**src/sv/sflx_pkg.sv**
```systemverilog
package sflx_pkg;

	// byte codes used by the lexer
	localparam logic [7:0] CH_TAB    = 8'h09;
	localparam logic [7:0] CH_LF     = 8'h0A;
	localparam logic [7:0] CH_CR     = 8'h0D;
	localparam logic [7:0] CH_BS     = 8'h08;
	localparam logic [7:0] CH_FF     = 8'h0C;
	localparam logic [7:0] CH_SPACE  = 8'h20;
	localparam logic [7:0] CH_QUOTE  = 8'h22;
	localparam logic [7:0] CH_HASH   = 8'h23;
	localparam logic [7:0] CH_APOS   = 8'h27;
	localparam logic [7:0] CH_LBRK   = 8'h5B;
	localparam logic [7:0] CH_BSLASH = 8'h5C;
	localparam logic [7:0] CH_RBRK   = 8'h5D;
	localparam logic [7:0] CH_LOW_B  = 8'h62;
	localparam logic [7:0] CH_LOW_F  = 8'h66;
	localparam logic [7:0] CH_LOW_N  = 8'h6E;
	localparam logic [7:0] CH_LOW_R  = 8'h72;
	localparam logic [7:0] CH_LOW_T  = 8'h74;

	// error codes
	localparam logic [1:0] ERR_NONE     = 2'd0;
	localparam logic [1:0] ERR_NEWLINE  = 2'd1;
	localparam logic [1:0] ERR_ESCAPE   = 2'd2;
	localparam logic [1:0] ERR_UNTERM   = 2'd3;

	// one result request
	typedef struct packed {
		logic [7:0] token_byte;
		logic       token_first;
		logic       token_last;
		logic       byte_valid;
		logic [1:0] error_code;
		logic       stream_done;
	} res_t;

	// results of one input byte: one or two
	typedef struct packed {
		res_t r0;
		res_t r1;
		logic two;
	} grp_t;

	function automatic res_t mk_byte(input logic [7:0] b, input logic first,
			input logic last);
		res_t r;
		r.token_byte  = b;
		r.token_first = first;
		r.token_last  = last;
		r.byte_valid  = 1'b1;
		r.error_code  = ERR_NONE;
		r.stream_done = 1'b0;
		return r;
	endfunction

	function automatic res_t mk_flag(input logic [1:0] code, input logic done);
		res_t r;
		r = '0;
		r.error_code  = code;
		r.stream_done = done;
		return r;
	endfunction

	function automatic logic res_present(input res_t r);
		return r.byte_valid || (r.error_code != ERR_NONE) || r.stream_done;
	endfunction

endpackage

```
**src/sv/sflx_front.sv**
```systemverilog
module sflx_front (
	input  logic              clk,
	input  logic              arst_n,
	input  logic              accept,
	input  logic [7:0]        in_byte,
	input  logic              end_of_input,
	output logic              push,
	output sflx_pkg::grp_t    push_grp
);

	localparam logic [2:0] MODE_IDLE    = 3'd0;
	localparam logic [2:0] MODE_COMMENT = 3'd1;
	localparam logic [2:0] MODE_QUOTE   = 3'd2;
	localparam logic [2:0] MODE_BARE    = 3'd3;
	localparam logic [2:0] MODE_ERROR   = 3'd4;

	logic [2:0] mode_q, mode_d;
	logic       esc_q, esc_d;
	logic [7:0] hb_q, hb_d;
	logic       hv_q, hv_d;
	logic       hf_q, hf_d;

	logic           is_ws, is_delim;
	sflx_pkg::res_t st_res, res_a, res_b;
	logic [2:0]     st_mode;
	logic           st_hold;
	logic           esc_ok;
	logic [7:0]     esc_val;

	// byte classes
	always_comb begin
		is_ws    = (in_byte == sflx_pkg::CH_SPACE) || (in_byte inside {[8'h09:8'h0D]});
		is_delim = is_ws || (in_byte == sflx_pkg::CH_QUOTE) ||
			(in_byte == sflx_pkg::CH_LBRK) || (in_byte == sflx_pkg::CH_RBRK);
	end

	// decode of a byte arriving between tokens
	always_comb begin
		st_res  = '0;
		st_mode = MODE_IDLE;
		st_hold = 1'b0;
		if (is_ws) begin
			st_mode = MODE_IDLE;
		end else if (in_byte == sflx_pkg::CH_QUOTE) begin
			st_res  = sflx_pkg::mk_byte(in_byte, 1'b1, 1'b0);
			st_mode = MODE_QUOTE;
		end else if (in_byte == sflx_pkg::CH_LBRK || in_byte == sflx_pkg::CH_RBRK) begin
			st_res = sflx_pkg::mk_byte(in_byte, 1'b1, 1'b1);
		end else if (in_byte == sflx_pkg::CH_HASH) begin
			st_mode = MODE_COMMENT;
		end else begin
			st_hold = 1'b1;
			st_mode = MODE_BARE;
		end
	end

	// escape resolution
	always_comb begin
		esc_ok  = 1'b1;
		esc_val = in_byte;
		case (in_byte)
			sflx_pkg::CH_LOW_B:  esc_val = sflx_pkg::CH_BS;
			sflx_pkg::CH_LOW_F:  esc_val = sflx_pkg::CH_FF;
			sflx_pkg::CH_LOW_N:  esc_val = sflx_pkg::CH_LF;
			sflx_pkg::CH_LOW_R:  esc_val = sflx_pkg::CH_CR;
			sflx_pkg::CH_LOW_T:  esc_val = sflx_pkg::CH_TAB;
			sflx_pkg::CH_BSLASH: esc_val = sflx_pkg::CH_BSLASH;
			sflx_pkg::CH_APOS:   esc_val = sflx_pkg::CH_APOS;
			sflx_pkg::CH_QUOTE:  esc_val = sflx_pkg::CH_QUOTE;
			default:             esc_ok  = 1'b0;
		endcase
	end

	// lexer step: res_a is the held bare-word byte, res_b the rest
	always_comb begin
		res_a  = '0;
		res_b  = '0;
		mode_d = mode_q;
		esc_d  = esc_q;
		hb_d   = hb_q;
		hv_d   = hv_q;
		hf_d   = hf_q;
		if (end_of_input) begin
			if (mode_q == MODE_BARE && hv_q) begin
				res_a = sflx_pkg::mk_byte(hb_q, hf_q, 1'b1);
			end
			res_b  = sflx_pkg::mk_flag((mode_q == MODE_QUOTE) ? sflx_pkg::ERR_UNTERM :
				sflx_pkg::ERR_NONE, 1'b1);
			mode_d = MODE_IDLE;
			esc_d  = 1'b0;
			hb_d   = '0;
			hv_d   = 1'b0;
			hf_d   = 1'b0;
		end else begin
			case (mode_q)
				MODE_IDLE: begin
					res_b  = st_res;
					mode_d = st_mode;
					if (st_hold) begin
						hb_d = in_byte;
						hv_d = 1'b1;
						hf_d = 1'b1;
					end
				end
				MODE_COMMENT: begin
					if (in_byte == sflx_pkg::CH_CR || in_byte == sflx_pkg::CH_LF) begin
						mode_d = MODE_IDLE;
					end
				end
				MODE_QUOTE: begin
					if (in_byte == sflx_pkg::CH_LF) begin
						res_b  = sflx_pkg::mk_flag(sflx_pkg::ERR_NEWLINE, 1'b0);
						mode_d = MODE_ERROR;
						esc_d  = 1'b0;
					end else if (esc_q) begin
						esc_d = 1'b0;
						if (!esc_ok) begin
							res_b  = sflx_pkg::mk_flag(sflx_pkg::ERR_ESCAPE, 1'b0);
							mode_d = MODE_ERROR;
						end else if (in_byte == sflx_pkg::CH_QUOTE) begin
							res_b  = sflx_pkg::mk_byte(esc_val, 1'b0, 1'b1);
							mode_d = MODE_IDLE;
						end else begin
							res_b = sflx_pkg::mk_byte(esc_val, 1'b0, 1'b0);
						end
					end else if (in_byte == sflx_pkg::CH_BSLASH) begin
						esc_d = 1'b1;
					end else if (in_byte == sflx_pkg::CH_QUOTE) begin
						res_b  = sflx_pkg::mk_byte(in_byte, 1'b0, 1'b1);
						mode_d = MODE_IDLE;
					end else begin
						res_b = sflx_pkg::mk_byte(in_byte, 1'b0, 1'b0);
					end
				end
				MODE_BARE: begin
					if (is_delim) begin
						if (hv_q) begin
							res_a = sflx_pkg::mk_byte(hb_q, hf_q, 1'b1);
						end
						hb_d   = '0;
						hv_d   = 1'b0;
						hf_d   = 1'b0;
						res_b  = st_res;
						mode_d = st_mode;
					end else begin
						if (hv_q) begin
							res_a = sflx_pkg::mk_byte(hb_q, hf_q, 1'b0);
						end
						hb_d = in_byte;
						hv_d = 1'b1;
						hf_d = 1'b0;
					end
				end
				default: begin
					mode_d = MODE_ERROR;
				end
			endcase
		end
	end

	// pack the results of this byte into one queue entry
	always_comb begin
		push_grp = '0;
		if (res_a.byte_valid) begin
			push_grp.r0  = res_a;
			push_grp.r1  = res_b;
			push_grp.two = sflx_pkg::res_present(res_b);
		end else begin
			push_grp.r0 = res_b;
		end
		push = accept && (res_a.byte_valid || sflx_pkg::res_present(res_b));
	end

	// lexer state
	always_ff @(posedge clk or negedge arst_n) begin
		if (!arst_n) begin
			mode_q <= MODE_IDLE;
			esc_q  <= 1'b0;
			hb_q   <= '0;
			hv_q   <= 1'b0;
			hf_q   <= 1'b0;
		end else if (accept) begin
			mode_q <= mode_d;
			esc_q  <= esc_d;
			hb_q   <= hb_d;
			hv_q   <= hv_d;
			hf_q   <= hf_d;
		end
	end

	// error mode swallows every byte but end of input
	a_error_silent: assert property (@(posedge clk) disable iff (!arst_n)
		(accept && !end_of_input && mode_q == MODE_ERROR) |-> !push)
		else $error("request produced in error mode");

	// a held byte exists only inside a bare word
	a_held_in_bare: assert property (@(posedge clk) disable iff (!arst_n)
		hv_q |-> (mode_q == MODE_BARE))
		else $error("held byte outside bare word");

endmodule

```
**src/sv/sflx_fifo.sv**
```systemverilog
module sflx_fifo #(
	parameter int DEPTH = 4
) (
	input  logic              clk,
	input  logic              arst_n,
	input  logic              push,
	input  sflx_pkg::grp_t    push_grp,
	output logic              full,
	input  logic              pop,
	output sflx_pkg::grp_t    head_grp,
	output logic              empty
);

	localparam int PTR_W = (DEPTH > 1) ? $clog2(DEPTH) : 1;
	localparam int CNT_W = $clog2(DEPTH + 1);

	sflx_pkg::grp_t   mem_q [DEPTH];
	logic [PTR_W-1:0] wr_ptr_q, rd_ptr_q;
	logic [CNT_W-1:0] cnt_q;

	function automatic logic [PTR_W-1:0] ptr_next(input logic [PTR_W-1:0] p);
		return (p == PTR_W'(DEPTH - 1)) ? '0 : p + 1'b1;
	endfunction

	assign full     = (cnt_q == CNT_W'(DEPTH));
	assign empty    = (cnt_q == '0);
	assign head_grp = mem_q[rd_ptr_q];

	// storage
	always_ff @(posedge clk) begin
		if (push) begin
			mem_q[wr_ptr_q] <= push_grp;
		end
	end

	// pointers and fill count
	always_ff @(posedge clk or negedge arst_n) begin
		if (!arst_n) begin
			wr_ptr_q <= '0;
			rd_ptr_q <= '0;
			cnt_q    <= '0;
		end else begin
			if (push) begin
				wr_ptr_q <= ptr_next(wr_ptr_q);
			end
			if (pop) begin
				rd_ptr_q <= ptr_next(rd_ptr_q);
			end
			if (push && !pop) begin
				cnt_q <= cnt_q + 1'b1;
			end else if (pop && !push) begin
				cnt_q <= cnt_q - 1'b1;
			end
		end
	end

endmodule

```
**src/sv/sflx_back.sv**
```systemverilog
module sflx_back (
	input  logic              clk,
	input  logic              arst_n,
	input  logic              empty,
	input  sflx_pkg::grp_t    head_grp,
	output logic              pop,
	output logic              out_valid,
	input  logic              out_ready,
	output sflx_pkg::res_t    out_res
);

	sflx_pkg::grp_t grp_q;
	logic           sel_q;
	logic           valid_q;
	logic           last;

	assign last      = sel_q || !grp_q.two;
	assign pop       = !empty && (!valid_q || (out_ready && last));
	assign out_valid = valid_q;
	assign out_res   = sel_q ? grp_q.r1 : grp_q.r0;

	// entry payload
	always_ff @(posedge clk) begin
		if (pop) begin
			grp_q <= head_grp;
		end
	end

	// output sequencing: first result, then the second if there is one
	always_ff @(posedge clk or negedge arst_n) begin
		if (!arst_n) begin
			valid_q <= 1'b0;
			sel_q   <= 1'b0;
		end else if (pop) begin
			valid_q <= 1'b1;
			sel_q   <= 1'b0;
		end else if (valid_q && out_ready) begin
			if (last) begin
				valid_q <= 1'b0;
				sel_q   <= 1'b0;
			end else begin
				sel_q <= 1'b1;
			end
		end
	end

	// second result only shown when the entry holds one
	a_sel_two: assert property (@(posedge clk) disable iff (!arst_n)
		(valid_q && sel_q) |-> grp_q.two)
		else $error("second result shown from single entry");

endmodule

```
**src/sv/scene_file_lexer_unit.sv**
```systemverilog
// Scene-file lexer. Takes one byte of scene text per cycle and returns the bytes of
// its tokens, marked first and last, with escapes resolved and quotes kept; errors
// and end of stream come back as requests without a token byte. A byte is accepted
// every cycle while the result queue has room; each byte gives zero, one or two
// results, and the output side drains one result per cycle while out_ready is high,
// so a byte that gives two results holds the output for both in turn. The front end
// classifies each byte combinationally in the cycle it is accepted and writes the
// result queue; the back end pops the entry from there into the output register.
// The queue holds FIFO_DEPTH entries, one per input byte that produced results.
module scene_file_lexer_unit #(
	parameter int FIFO_DEPTH = 4
) (
	input  logic       clk,
	input  logic       arst_n,
	input  logic       in_valid,
	output logic       in_ready,
	input  logic [7:0] in_byte,
	input  logic       end_of_input,
	output logic       out_valid,
	input  logic       out_ready,
	output logic [7:0] token_byte,
	output logic       token_first,
	output logic       token_last,
	output logic       byte_valid,
	output logic [1:0] error_code,
	output logic       stream_done
);

	logic           accept, push, full, pop, empty;
	sflx_pkg::grp_t push_grp, head_grp;
	sflx_pkg::res_t out_res;

	assign in_ready = !full;
	assign accept   = in_valid && in_ready;

	// front end: classify bytes and run the token state
	sflx_front u_front (
		.clk          (clk),
		.arst_n       (arst_n),
		.accept       (accept),
		.in_byte      (in_byte),
		.end_of_input (end_of_input),
		.push         (push),
		.push_grp     (push_grp)
	);

	// result queue
	sflx_fifo #(
		.DEPTH (FIFO_DEPTH)
	) u_fifo (
		.clk      (clk),
		.arst_n   (arst_n),
		.push     (push),
		.push_grp (push_grp),
		.full     (full),
		.pop      (pop),
		.head_grp (head_grp),
		.empty    (empty)
	);

	// back end: output register
	sflx_back u_back (
		.clk       (clk),
		.arst_n    (arst_n),
		.empty     (empty),
		.head_grp  (head_grp),
		.pop       (pop),
		.out_valid (out_valid),
		.out_ready (out_ready),
		.out_res   (out_res)
	);

	assign token_byte  = out_res.token_byte;
	assign token_first = out_res.token_first;
	assign token_last  = out_res.token_last;
	assign byte_valid  = out_res.byte_valid;
	assign error_code  = out_res.error_code;
	assign stream_done = out_res.stream_done;

	// a token byte never carries an error or the end mark
	a_byte_clean: assert property (@(posedge clk) disable iff (!arst_n)
		(out_valid && byte_valid) |-> (error_code == sflx_pkg::ERR_NONE && !stream_done))
		else $error("token byte with error or end mark");

	// a request without a byte is an error or the end of stream
	a_flag_meaning: assert property (@(posedge clk) disable iff (!arst_n)
		(out_valid && !byte_valid) |-> (error_code != sflx_pkg::ERR_NONE || stream_done))
		else $error("empty request");

	// unterminated quote is reported only with the end mark
	a_unterm_done: assert property (@(posedge clk) disable iff (!arst_n)
		(out_valid && error_code == sflx_pkg::ERR_UNTERM) |-> stream_done)
		else $error("unterminated quote without end mark");

endmodule

```
**config.mk**
```make
export PLATFORM = sky130hd
export DESIGN_NAME = scene_file_lexer_unit
export DESIGN_NICKNAME = d
export VERILOG_FILES = /design/src/sv/sflx_pkg.sv /design/src/sv/sflx_front.sv /design/src/sv/sflx_fifo.sv /design/src/sv/sflx_back.sv /design/src/sv/scene_file_lexer_unit.sv
export SDC_FILE = /design/constraint.sdc
export NUM_CORES = 1
export LEC_CHECK = 0
export ABC_AREA = 1
export ABC_CLOCK_PERIOD_IN_PS = 3500
export BUFFER_PORTS_ARGS = -buffer_cell sky130_fd_sc_hd__buf_2
export CAP_MARGIN = 40
export CORE_ASPECT_RATIO = 1.2
export CORE_MARGIN = 3
export CORE_UTILIZATION = 50
export CTS_BUF_LIST = sky130_fd_sc_hd__clkbuf_4 sky130_fd_sc_hd__clkbuf_8 sky130_fd_sc_hd__clkbuf_16
export CTS_CLUSTER_DIAMETER = 50
export CTS_CLUSTER_SIZE = 28
export DETAILED_ROUTE_END_ITERATION = 12
export GPL_ROUTABILITY_DRIVEN = 0
export MAX_ROUTING_LAYER = met4
export PLACE_DENSITY = 0.71
export SETUP_SLACK_MARGIN = 0.1
export SKIP_CTS_REPAIR_TIMING = 1
export SYNTH_ARGS = -nofsm -noshare
export SYNTH_HDL_FRONTEND = slang
export SYNTH_HIERARCHICAL = 1
export SYNTH_SLANG_ARGS = --single-unit
```
**constraint.sdc**
```tcl
create_clock -name clk -period 3.5 [get_ports clk]
set_input_delay 0.7 -clock clk [delete_from_list [all_inputs] [get_ports clk]]
set_output_delay 0.7 -clock clk [all_outputs]
set_load 0.005 [all_outputs]
```
Word-level counts from Yosys, hierarchy flattened
Memories as Yosys holds them, arrays and structs flattened. A register that Yosys moved wholly into a read port is not among the register bits.
Index checks and enable logic that the tools add are counted.

cells by class
  add/subtract/negate cells = 4
  $lt $le $gt $ge = 2
  eq/ne operators = 24
  muxes and demuxes = 68
  reductions and logical operators = 39

operators with widths
  kind                                                                                 number
  14-bit 2-to-1 mux                                                                    17
  8-bit by 7-bit equality test with 1-bit output, second input constant                8
  8-bit one-hot mux with 8 select lines                                                1
  14-bit one-hot mux with 3 select lines                                               1
  3-bit 2-to-1 mux                                                                     13
  8-bit by 6-bit equality test with 1-bit output, second input constant                4
  8-bit 2-to-1 mux                                                                     3
  1-bit 2-to-1 mux                                                                     22
  8-bit by 4-bit equality test with 1-bit output, second input constant                2
  8-bit one-hot mux with 2 select lines                                                1
  15-bit 2-to-1 mux                                                                    1
  3-bit one-hot mux with 4 select lines                                                1
  1-bit logical OR                                                                     11
  5-bit 2-to-1 mux                                                                     2
  2-bit nonzero test                                                                   5
  1-bit logical AND                                                                    9
  3-bit by 2-bit != test with 1-bit output, second input constant                      3
  8-bit by 4-bit greater-or-equal comparator with 1-bit output, second input constant  1
  8-bit by 4-bit <= comparator with 1-bit output, second input constant                1
  2-bit 2-to-1 mux                                                                     4
  8-bit OR reduction                                                                   1
  3-bit by 2-bit equality test with 1-bit output, second input constant                2
  1-bit zero test                                                                      6
  3-bit zero test                                                                      2
  other kinds (12)                                                                     16

word-level totals
  bits in registers = 23
  memory bits (writable) = 116
  bits of input ports = 13
  word-level logic and storage cells = 148
  memories kept = 1

memories
  name          words  bits a word  read ports  clocked after Yosys merged registers in  wr ports  RTL line         source
  u_fifo.mem_q  4      29           1           1                                        1         sflx_fifo.sv:17  sflx_pkg::grp_t mem_q [DEPTH];

Depth between registers and ports, before layout
Gate-level depths: netlist of run 1.

  depth after elaboration = 18
  gate-level depth with buffers = 21
  mapped depth without buffers = 21

By module
The synthesis of run 1 kept the hierarchy.

modules (own cells, without submodules)
  module                 instances  cells an instance  area an instance (um^2)  seq. area each (um^2)
  sflx_fifo              1          389                5153.7                   3658.5
  sflx_front             1          292                1610.3                   350.3
  sflx_back              1          90                 1204.9                   920.9
  scene_file_lexer_unit  1          3                  13.8                     0.0

Least setup slack after synthesis of run 1
OpenSTA, ideal clock, no wires.

  path type = input -> register
  start point = in out_ready
  end point = reg u_fifo.cnt_q[1]
  setup time = 0.117 ns
  arrival = 3.173 ns
  data required time = 3.383 ns
  slack = 0.210 ns
  cell stages on the path = 10
  buffers on the path = 0
  path through = inv_1 nand2_1 nand2_1 nor2_1 inv_1 ha_1 inv_1 fa_1 nand2_1 nand2_1

on the way
  longest elaborated chain between the ends = 6
  elaborated cells on any way between the ends = 8

RTL lines
  item                                                    RTL line                     source
  start, declared                                         scene_file_lexer_unit.sv:20  input logic out_ready,
  1-bit logical AND (*)                                   sflx_back.sv:18              assign pop = !empty && (!valid_q || (out_ready && last));
  1-bit logical OR (*)                                    sflx_back.sv:18
  1-bit logical AND (*)                                   sflx_back.sv:18
  named net pop                                           scene_file_lexer_unit.sv:29  logic accept, push, full, pop, empty;
  1-bit zero test                                         sflx_fifo.sv:49              if (push && !pop) begin
  1-bit logical AND                                       sflx_fifo.sv:49
  3-bit 2-to-1 mux or 2-bit nonzero test (tied branches)  n/a
  end signal, assigned                                    sflx_fifo.sv:50              cnt_q <= cnt_q + 1'b1;
  end signal, assigned                                    sflx_fifo.sv:52              cnt_q <= cnt_q - 1'b1;
  end, declared                                           sflx_fifo.sv:19              logic [CNT_W-1:0] cnt_q;

The timed path passes the listed nets; every way through them passes the cells marked *.
A chain may end at the register's enable or synchronous reset.

Final worst setup path of run 1
  start point = reg u_front.mode_q[2]
  end point = reg u_fifo.cnt_q[2]

on the way
  longest elaborated chain between the ends = 11
  elaborated cells on any way between the ends = 20

RTL lines
  item                                                                        RTL line                            source
  start, declared                                                             sflx_front.sv:17                    logic [2:0] mode_q, mode_d;
  start signal, assigned                                                      sflx_front.sv:183                   mode_q <= mode_d;
  3-bit by 2-bit equality test with 1-bit output (tied with other cells)      sflx_front.sv:84, sflx_front.sv:95
  14-bit one-hot mux with 3 select lines or 2-bit 2-to-1 mux (tied branches)  sflx_front.sv:95, sflx_front.sv:87
  14-bit 2-to-1 mux                                                           sflx_front.sv:83                    if (end_of_input) begin
  2-bit nonzero test                                                          sflx_pkg.sv:66                      return r.byte_valid || (r.error_code != ERR_NONE) || r.stream_done;
  1-bit logical OR (2 in series)                                              sflx_pkg.sv:66
  1-bit logical OR (*)                                                        sflx_front.sv:171                   push = accept && (res_a.byte_valid || sflx_pkg::res_present(res_b));
  1-bit logical AND (*)                                                       sflx_front.sv:171
  named net push                                                              scene_file_lexer_unit.sv:29
  1-bit zero test                                                             sflx_fifo.sv:51                     end else if (pop && !push) begin
  1-bit logical AND                                                           sflx_fifo.sv:51
  2-bit nonzero test (no line)                                                n/a

Marked as above.

==> results.md, run 1 <==
- Status: finished, final reports clean
- Max-slew violation count: 0
- Via density: roughly 5.3
- Vias in the first global route: 5,297
- Reg2reg end: u_fifo/cnt_q[2]$_DFFE_PN0P_
- Fill cell count: 1,229
- Most frequent CP cell: nand2_1
- Max Buffers Root-to-Sink: 2
- HP Class: input pin to async pin
- Total wire length: 16,100 um
- Setup crit start kind: register
- Post-DP Area: 0.00833 mm^2
- Worst hold slack: between 0.2 and 0.3 ns
- Cells after Synth: 774
- Most frequent cells in the layout: nand2_1 (241), edfxtp_1 (145), inv_1 (96)
- Root buf cell: clkbuf_16
- P_int: 4.68 mW
- DR pass1 iterations: 5
- Std-Cell Rows: 49
- Switching power: 2.42 mW
- Initial DRC count: 349
- GR Util met1: a little under a quarter
- Setup_tns: 0 ns
- Nets: 823
- Combinational fraction of design power: 30.8%
- Clk pwr share: 26.8%
- Critical path, cell by cell: inv_1, nand3_2, nand2_1, inv_1, nor2_2, nand2_1, nand2_1, nand2_2, nand3_2, nand2_1, inv_1, ha_1, inv_1, fa_1, nand2_1, nand3_1, nand2_1, nand2_1
- Crit-path max cell delay: 0.46 ns
- Least-Margin Pin Slew: 0.693 ns
- Switch share: 34.1%
- Peak Freq: 338 MHz
- DP Wirelength: 10,400 um
- Pin count of the biggest net entering global routing: 73
- Sequential fraction of the synthesis area: between 60 and 70%
- Share of cells above drive strength 1: 17.2%
- Pre-CTS setup slack: 0.228 ns
- Synth area leaders: edfxtp_1 (55%), nand2_1 (11%), dfrtp_1 (7.2%)
- Crit share post-route: 84.7%
- Initial Util: 52.1%
- Clk_skew: 0.0124 ns
- Via Count: around 5,400
- Top-area cell type share of the netlist area: 54.5%
- Core box area: 0.0153 mm^2
- Yosys Warn Count: 6
- Die W: ~120 um
- Worst rel slew slack: 53.2%
- Max cap viols: 0
- Lkg Pwr: 3.85 nW
- Tmin final: 2.96 ns
- Layer with the highest usage: met2
- Flops & latches, synth: 168
- Final Hold Fails: 0
- I/O pins: 29
- Grt total ovfl: 0
- Reg clk slew, reported paths: around 0.060 ns
- Register area: 0.00493 mm^2
- Area grow syn2layout: 12.0%
- Die footprint: 0.0175 mm^2
- Setup violations, final: 0
- Initial antenna violation count: 0
- Pwr Density: 794 mW/mm^2
- Reg2reg start: u_front/mode_q[2]$_DFFE_PN0P_
- Multi-input combinational cell area: 0.00243 mm^2
- Post-synthesis instance area: between 0.007 and 0.008 mm^2
- Crit-path max FO: 9
- All-Layer GR Usage: between 10% and 20%
- Die H: 144 um
- Antenna diodes: 0
- Sequential share of power: 42.4%
- # port buffers: 28
- Final ANT Viol Nets: 0
- CTS Sinks: around 170
- First-pass GRT wire length: roughly 26,000 um
- Top cell type by total area after synthesis: edfxtp_1
- Worst R2R Setup Slack: 0.54 ns
- CP required: 3.82 ns
- Synth Area per Inst: 10.3 um^2
- Commonest non-fill, non-tap cell in the layout: nand2_1
- Worst IR drop on VDD: around 440 uV
- DRC: 0
- CTS H-Tree Depth: 4
- Met2 track demand over resource: 33.9%
- Unrepaired setup endpoints after global routing: false
- Met3 GRT Util: slightly above 4%
- Worst Slack Setup Final: 0.537 ns
- Avg WL per Cell: 15.8 um
- TritonCTS clock tree: done
- Worst-Skew Late Latency: 0.42 ns
- Crit path DAT: 3.28 ns
- Crit-path slowest cell: dfrtp_1
- Crit end category: register
- Cell variety after synth: 39
- Final Instance Area: 0.00894 mm^2
- TritonCTS Buffers: 17
- Worst r2r path cells: 18
- CP Class: register to register
[state kept, by name, indices dropped and copies added (netlist names)]
signal,cells
u_fifo/cnt_q,3
u_front/hf_q,1
u_back/grp_q,29
u_fifo/wr_ptr_q,2
u_fifo/rd_ptr_q,2
u_front/esc_q,1
u_fifo/mem_q,116
u_back/sel_q,1
u_front/hv_q,1
u_back/out_valid,1
u_front/mode_q,3
u_front/hb_q,8
[logic make-up after synthesis]
logic type	count (synthesis)	synth area share, %
simple gates	358	18.9
flops	168	61.8
compound gates	100	10.1
xor+xnor	1	0.110
fa+ha+maj	7	1.19
buf+inv	139	7.98
other cells	1	0.0470
[metal layers]
metal	vias to the layer above	wire length, um
li1	2622	-
met1	2578	6820
met2	168	8280
met3	18	811
met4	0	208
met5	-	0
[how the worst max path moves through the flow]
stage	start	endpoint	slack [ns]	cells after the start
final	u_front/mode_q[2]$_DFFE_PN0P_	u_fifo/cnt_q[2]$_DFFE_PN0P_	0.54	18
after global routing	u_front/mode_q[1]$_DFFE_PN0P_	u_fifo/cnt_q[2]$_DFFE_PN0P_	0.31	17
after CTS	u_front/mode_q[2]$_DFFE_PN0P_	u_fifo/cnt_q[2]$_DFFE_PN0P_	0.58	18
after detailed placement	in_byte[7]	u_fifo/cnt_q[2]$_DFFE_PN0P_	0.23	21
after global placement	in_byte[7]	u_fifo/cnt_q[2]$_DFFE_PN0P_	0.43	21
after floorplan	out_ready	u_fifo/cnt_q[1]$_DFFE_PN0P_	0.21	10
[worst max-delay path, delay by kind of cell, from the launching register on]
kind	cells	cell delay, ns
buf+inv	4	0.47
fa+ha+maj	2	0.61
simple gates	12	1.32
flops	1	0.46
[stage by stage]
| step | total power, mW | instances | utilization [%] |
|---|---|---|---|
| final | 7.10 | 1020 | 58.3 |
| after global routing | 7.53 | 1020 | 58.3 |
| after CTS | 7.15 | 1020 | 58.3 |
| after detailed placement | 5.25 | 988 | 54.4 |
| after global placement | 5.11 | 987 | 54.2 |
| after floorplan | 4.63 | 776 | - |
[power by group through the flow]
stage          Combinational [mW]  Sequential, mW  Clock [mW]
4_1_cts                      2.21            3.02        1.92
2_1_floorplan                1.62            3.00           0
3_3_place_gp                 2.09            3.02           0
6_report                     2.19            3.01        1.90
3_5_place_dp                 2.19            3.05           0
5_1_grt                      2.47            3.06        2.00
[cells in the mapped netlist, drive strengths merged]
cell and number:
o21ai 28, clkbuf 4, nand3b 1, buf 29, xnor2 1, clkinv 1
o41ai 1, ha 6, and3 1, dfrtp 23, o31ai 1, inv 105
nand3 31, nand2 255, nor3 8, o22ai 1, a21oi 10, conb 1
nand4 4, edfxtp 145, nor2 58, fa 1, o211ai 58, a31oi 1
[layout make-up]
class | count | area share, %
tap | 204 | 2.86
clock buffer | 18 | 4.84
inverter | 106 | 4.55
sequential | 168 | 55.2
multi-input combinational | 469 | 27.1
timing repair buffer | 41 | 3.50
clock inverter | 14 | 1.95
No activity file was read; power rests on OpenSTA's default activity.
==> inputs of run 2 (changes only) <==
Settings changed: ABC_AREA 1 to 0, ABC_CLOCK_PERIOD_IN_PS 3500 to 3100.
Clock period 3.5 ns to 3.1 ns, I/O delays scaled along.
==> results.md, run 2 <==
- Via density: 5.76 (+9.1%)
- DR pass1 iterations: 5 (unchanged)
- Critical path, cell by cell: buf_2, or3b_1, or4_4, a21oi_4, a211oi_2, o21ai_2, a41oi_2, ha_2, inv_2, fa_1, mux2_2
- CP Class: input pin to register
- Max cap viols: 0 (unchanged)
- Setup crit start kind: input pin
- Cell variety after synth: 68 (+74%)
- Least-Margin Pin Slew: 0.614 ns (-0.0794 ns)
- Most common cell in the netlist: edfxtp_1
- Tmin final: 2.89 ns
- CTS Sinks: 168 (unchanged)
- WP buf/inv: 2 (-2)
- Std-Cell Rows: 48 (-2.0%)
- # port buffers: 28 (unchanged)
- Crit end category: register
- Fill cell count: 1,059 (-14%)
- Final ANT Viol Nets: 0 (unchanged)
- Util after Layout: 60.2% (+1.9 points)
- Crit share post-route: 93.3%
- Combinational fraction of design power: 26.7% (-4.1 points)
- CP required: 3.40 ns (-0.42 ns)
- Status: finished, final reports clean
- Post-synthesis instance area: 0.00737 mm^2 (-7.6%)
- Crit-path slowest cell: or3b_1
- Die footprint: 0.0162 mm^2 (-7.3%)
- Initial Util: 51.2% (-0.93 points)
- Synth area leaders: edfxtp_1 (59%), mux4_2 (8.6%), dfrtp_1 (7.8%)
- Total wire length: 13,800 um (-14%)
- Worst IR drop on VDD: 341 uV (-23%)
- Max Buffers Root-to-Sink: 2 (unchanged)
- Sequential fraction of the synthesis area: 66.9% (+5.1 points)
- Worst rel slew slack: 58.8% (+5.6 points)
- Clk pwr share: 28.7% (+1.9 points)
- Crit path DAT: 3.19 ns (-0.09 ns)
- Final Instance Area: 0.00868 mm^2 (-2.9%)
- Post-DP Area: 0.00802 mm^2 (-3.8%)
- Worst-Skew Late Latency: 0.42 ns (about the same)
- Avg WL per Cell: 18.9 um (+20%)
- DP Wirelength: 9440 um (-9.2%)
- Largest register FFs: 116 (unchanged)
- Largest registers in the final layout: u_fifo/mem_q (116), u_back/grp_q (29), u_front/hb_q (8)
- Initial antenna violation count: 0 (unchanged)
- Yosys Warn Count: 6 (unchanged)
- Post-synth EDFFs: 145 (unchanged)
- Top cell type by total area after synthesis: edfxtp_1
- First-pass GRT wire length: 23,000 um (-12%)
- Final Hold Fails: 0 (unchanged)
- CTS H-Tree Depth: 4 (unchanged)
- Core box area: 0.0144 mm^2 (-6.0%)
- Ys async rst share: 13.7% (unchanged)
- Die H: 139 um (-3.7%)
- Share of cells above drive strength 1: 33.9% (+17 points)
- Flops & latches, synth: 168 (unchanged)
- Most frequent cells in the layout: edfxtp_1 (145), buf_4 (50), nand2_1 (33)
- Commonest non-fill, non-tap cell in the layout: edfxtp_1
- Die W: 117 um (-3.7%)
- Multi-input combinational cell area: 0.00228 mm^2 (-6.2%)
- Top-area cell type share of the netlist area: 59.1% (+4.5 points)
- P_int: 5.39 mW (+15%)
- Initial DRC count: 272 (-22%)
- Reg with most FFs: u_fifo/mem_q
- Vias in the first global route: 4,442 (-16%)
- Synth Area per Inst: 15.7 um^2 (+52%)
- Unrepaired setup endpoints after global routing: false
- Peak Freq: 346 MHz
- CP top delay family: simple AND/OR/NAND/NOR gates
- Antenna diodes: 0 (unchanged)
- Pwr Density: 855 mW/mm^2 (+7.6%)
- TritonCTS Buffers: 17 (unchanged)
- Root buf cell: clkbuf_16
- Crit-path max cell delay: 0.48 ns (+0.02 ns)
- Cells after Synth: 469 (-39%)
- Switching power: 2.03 mW (-16%)
- Reg clk slew, reported paths: 0.06 ns (about the same)
- Worst r2r path cells: 12 (-6)
- Setup violations, final: 0 (unchanged)
- Via Count: 4,206 (-22%)
- DRC: 0 (unchanged)
- Switch share: 27.4% (-6.7 points)
- Lkg Pwr: 3.25 nW (-16%)
- Synth top cells by count: edfxtp_1 (145), nand2_1 (33), nor2_1 (31)
- Clk_skew: 0.00756 ns (-0.00488 ns)
- HP Class: input pin to async pin
- Main synth FF type: edfxtp_1
- Area grow syn2layout: 17.7%
- Max-slew violation count: 0 (unchanged)
- Register area: 0.00493 mm^2 (about the same)
- Sequential share of power: 44.6% (+2.2 points)
- Crit-path max FO: 5 (-4)
- Worst R2R Setup Slack: 0.27 ns (-0.27 ns)
- Grt total ovfl: 0 (unchanged)
- Reg2reg start: u_front/mode_q[1]$_DFFE_PN0P_
- Nets: 562 (-32%)
- Pin count of the biggest net entering global routing: 32 (-56%)
- All-Layer GR Usage: 19.0% (-0.86 points)
- I/O pins: 29 (unchanged)
- Reg2reg end: u_fifo/cnt_q[2]$_DFFE_PN0P_
- TritonCTS clock tree: done
==> run 2: cell count changes in the layout (fill, tap and decap cells not counted), moves of 14 or more <==
| cell | previous run | this run |
|---|---|---|
| buf_4 | 7 | 50 |
| inv_1 | 96 | 11 |
| mux4_2 | 0 | 28 |
| nand2_1 | 241 | 33 |
| nand2_2 | 14 | 0 |
| nand3_1 | 26 | 5 |
| nor2_1 | 49 | 30 |
| o211ai_1 | 29 | 2 |
| o211ai_2 | 29 | 0 |
==> run 2: power by group through the flow <==
stage / logic (mW) / registers (mW) / clock network, mW
after floorplan: 1.47 / 3.22 / 0
after global placement: 1.93 / 3.34 / 0
after detailed placement: 1.96 / 3.37 / 0
after CTS: 1.97 / 3.32 / 2.16
after global routing: 2.17 / 3.37 / 2.25
final: 1.98 / 3.31 / 2.13
==> run 2: kinds of logic after synthesis <==
group / synth area share (%)
xor+xnor: 0.713
simple gates: 8.86
other cells: 0.0509
buf+inv: 3.16
mux: 12.1
fa+ha+maj: 1.29
flops: 66.9
compound gates: 6.96
==> run 2: metrics by stage <==
step	worst slack [ns]	TNS (ns)	hold slack, ns	instances	power, mW
floorplan	-0.194	-0.346	0.324	471	4.69
global placement	-0.206	-1.56	0.472	695	5.26
detailed placement	-0.298	-9.35	0.479	695	5.33
CTS	0.149	0	0.189	727	7.45
global route	0.106	0	0.207	730	7.79
finish	0.207	0	0.175	730	7.42
==> run 2: routing by layer <==
layer / global-route usage (%) / vias up / share of wire, %
li1: - / 1965 / -
met1: 24.1 / 2133 / 42
met2: 30.7 / 94 / 53
met3: 4.23 / 14 / 3.5
met4: 5.80 / 0 / 1.4
met5: - / - / 0
==> run 2: worst max-delay path by stage <==
stage / startpoint / to / slack (ns) / depth (start not counted)
4_1_cts: in_byte[4] / u_fifo/cnt_q[1]$_DFFE_PN0P_ / 0.15 / 13
6_report: in_byte[4] / u_fifo/cnt_q[1]$_DFFE_PN0P_ / 0.21 / 11
3_5_place_dp: in_byte[4] / u_fifo/cnt_q[1]$_DFFE_PN0P_ / -0.30 / 13
3_3_place_gp: in_byte[4] / u_fifo/cnt_q[1]$_DFFE_PN0P_ / -0.21 / 13
5_1_grt: in_byte[7] / u_fifo/cnt_q[2]$_DFFE_PN0P_ / 0.11 / 14
2_1_floorplan: in_byte[5] / u_fifo/cnt_q[1]$_DFFE_PN0P_ / -0.19 / 12
==> run 2: layout make-up <==
type,instances,area share [%]
sequential,168,56.8
clock inverter,12,1.73
clock buffer,20,5.30
multi-input combinational,261,26.2
timing repair buffer,82,6.86
tap,175,2.52
inverter,12,0.519
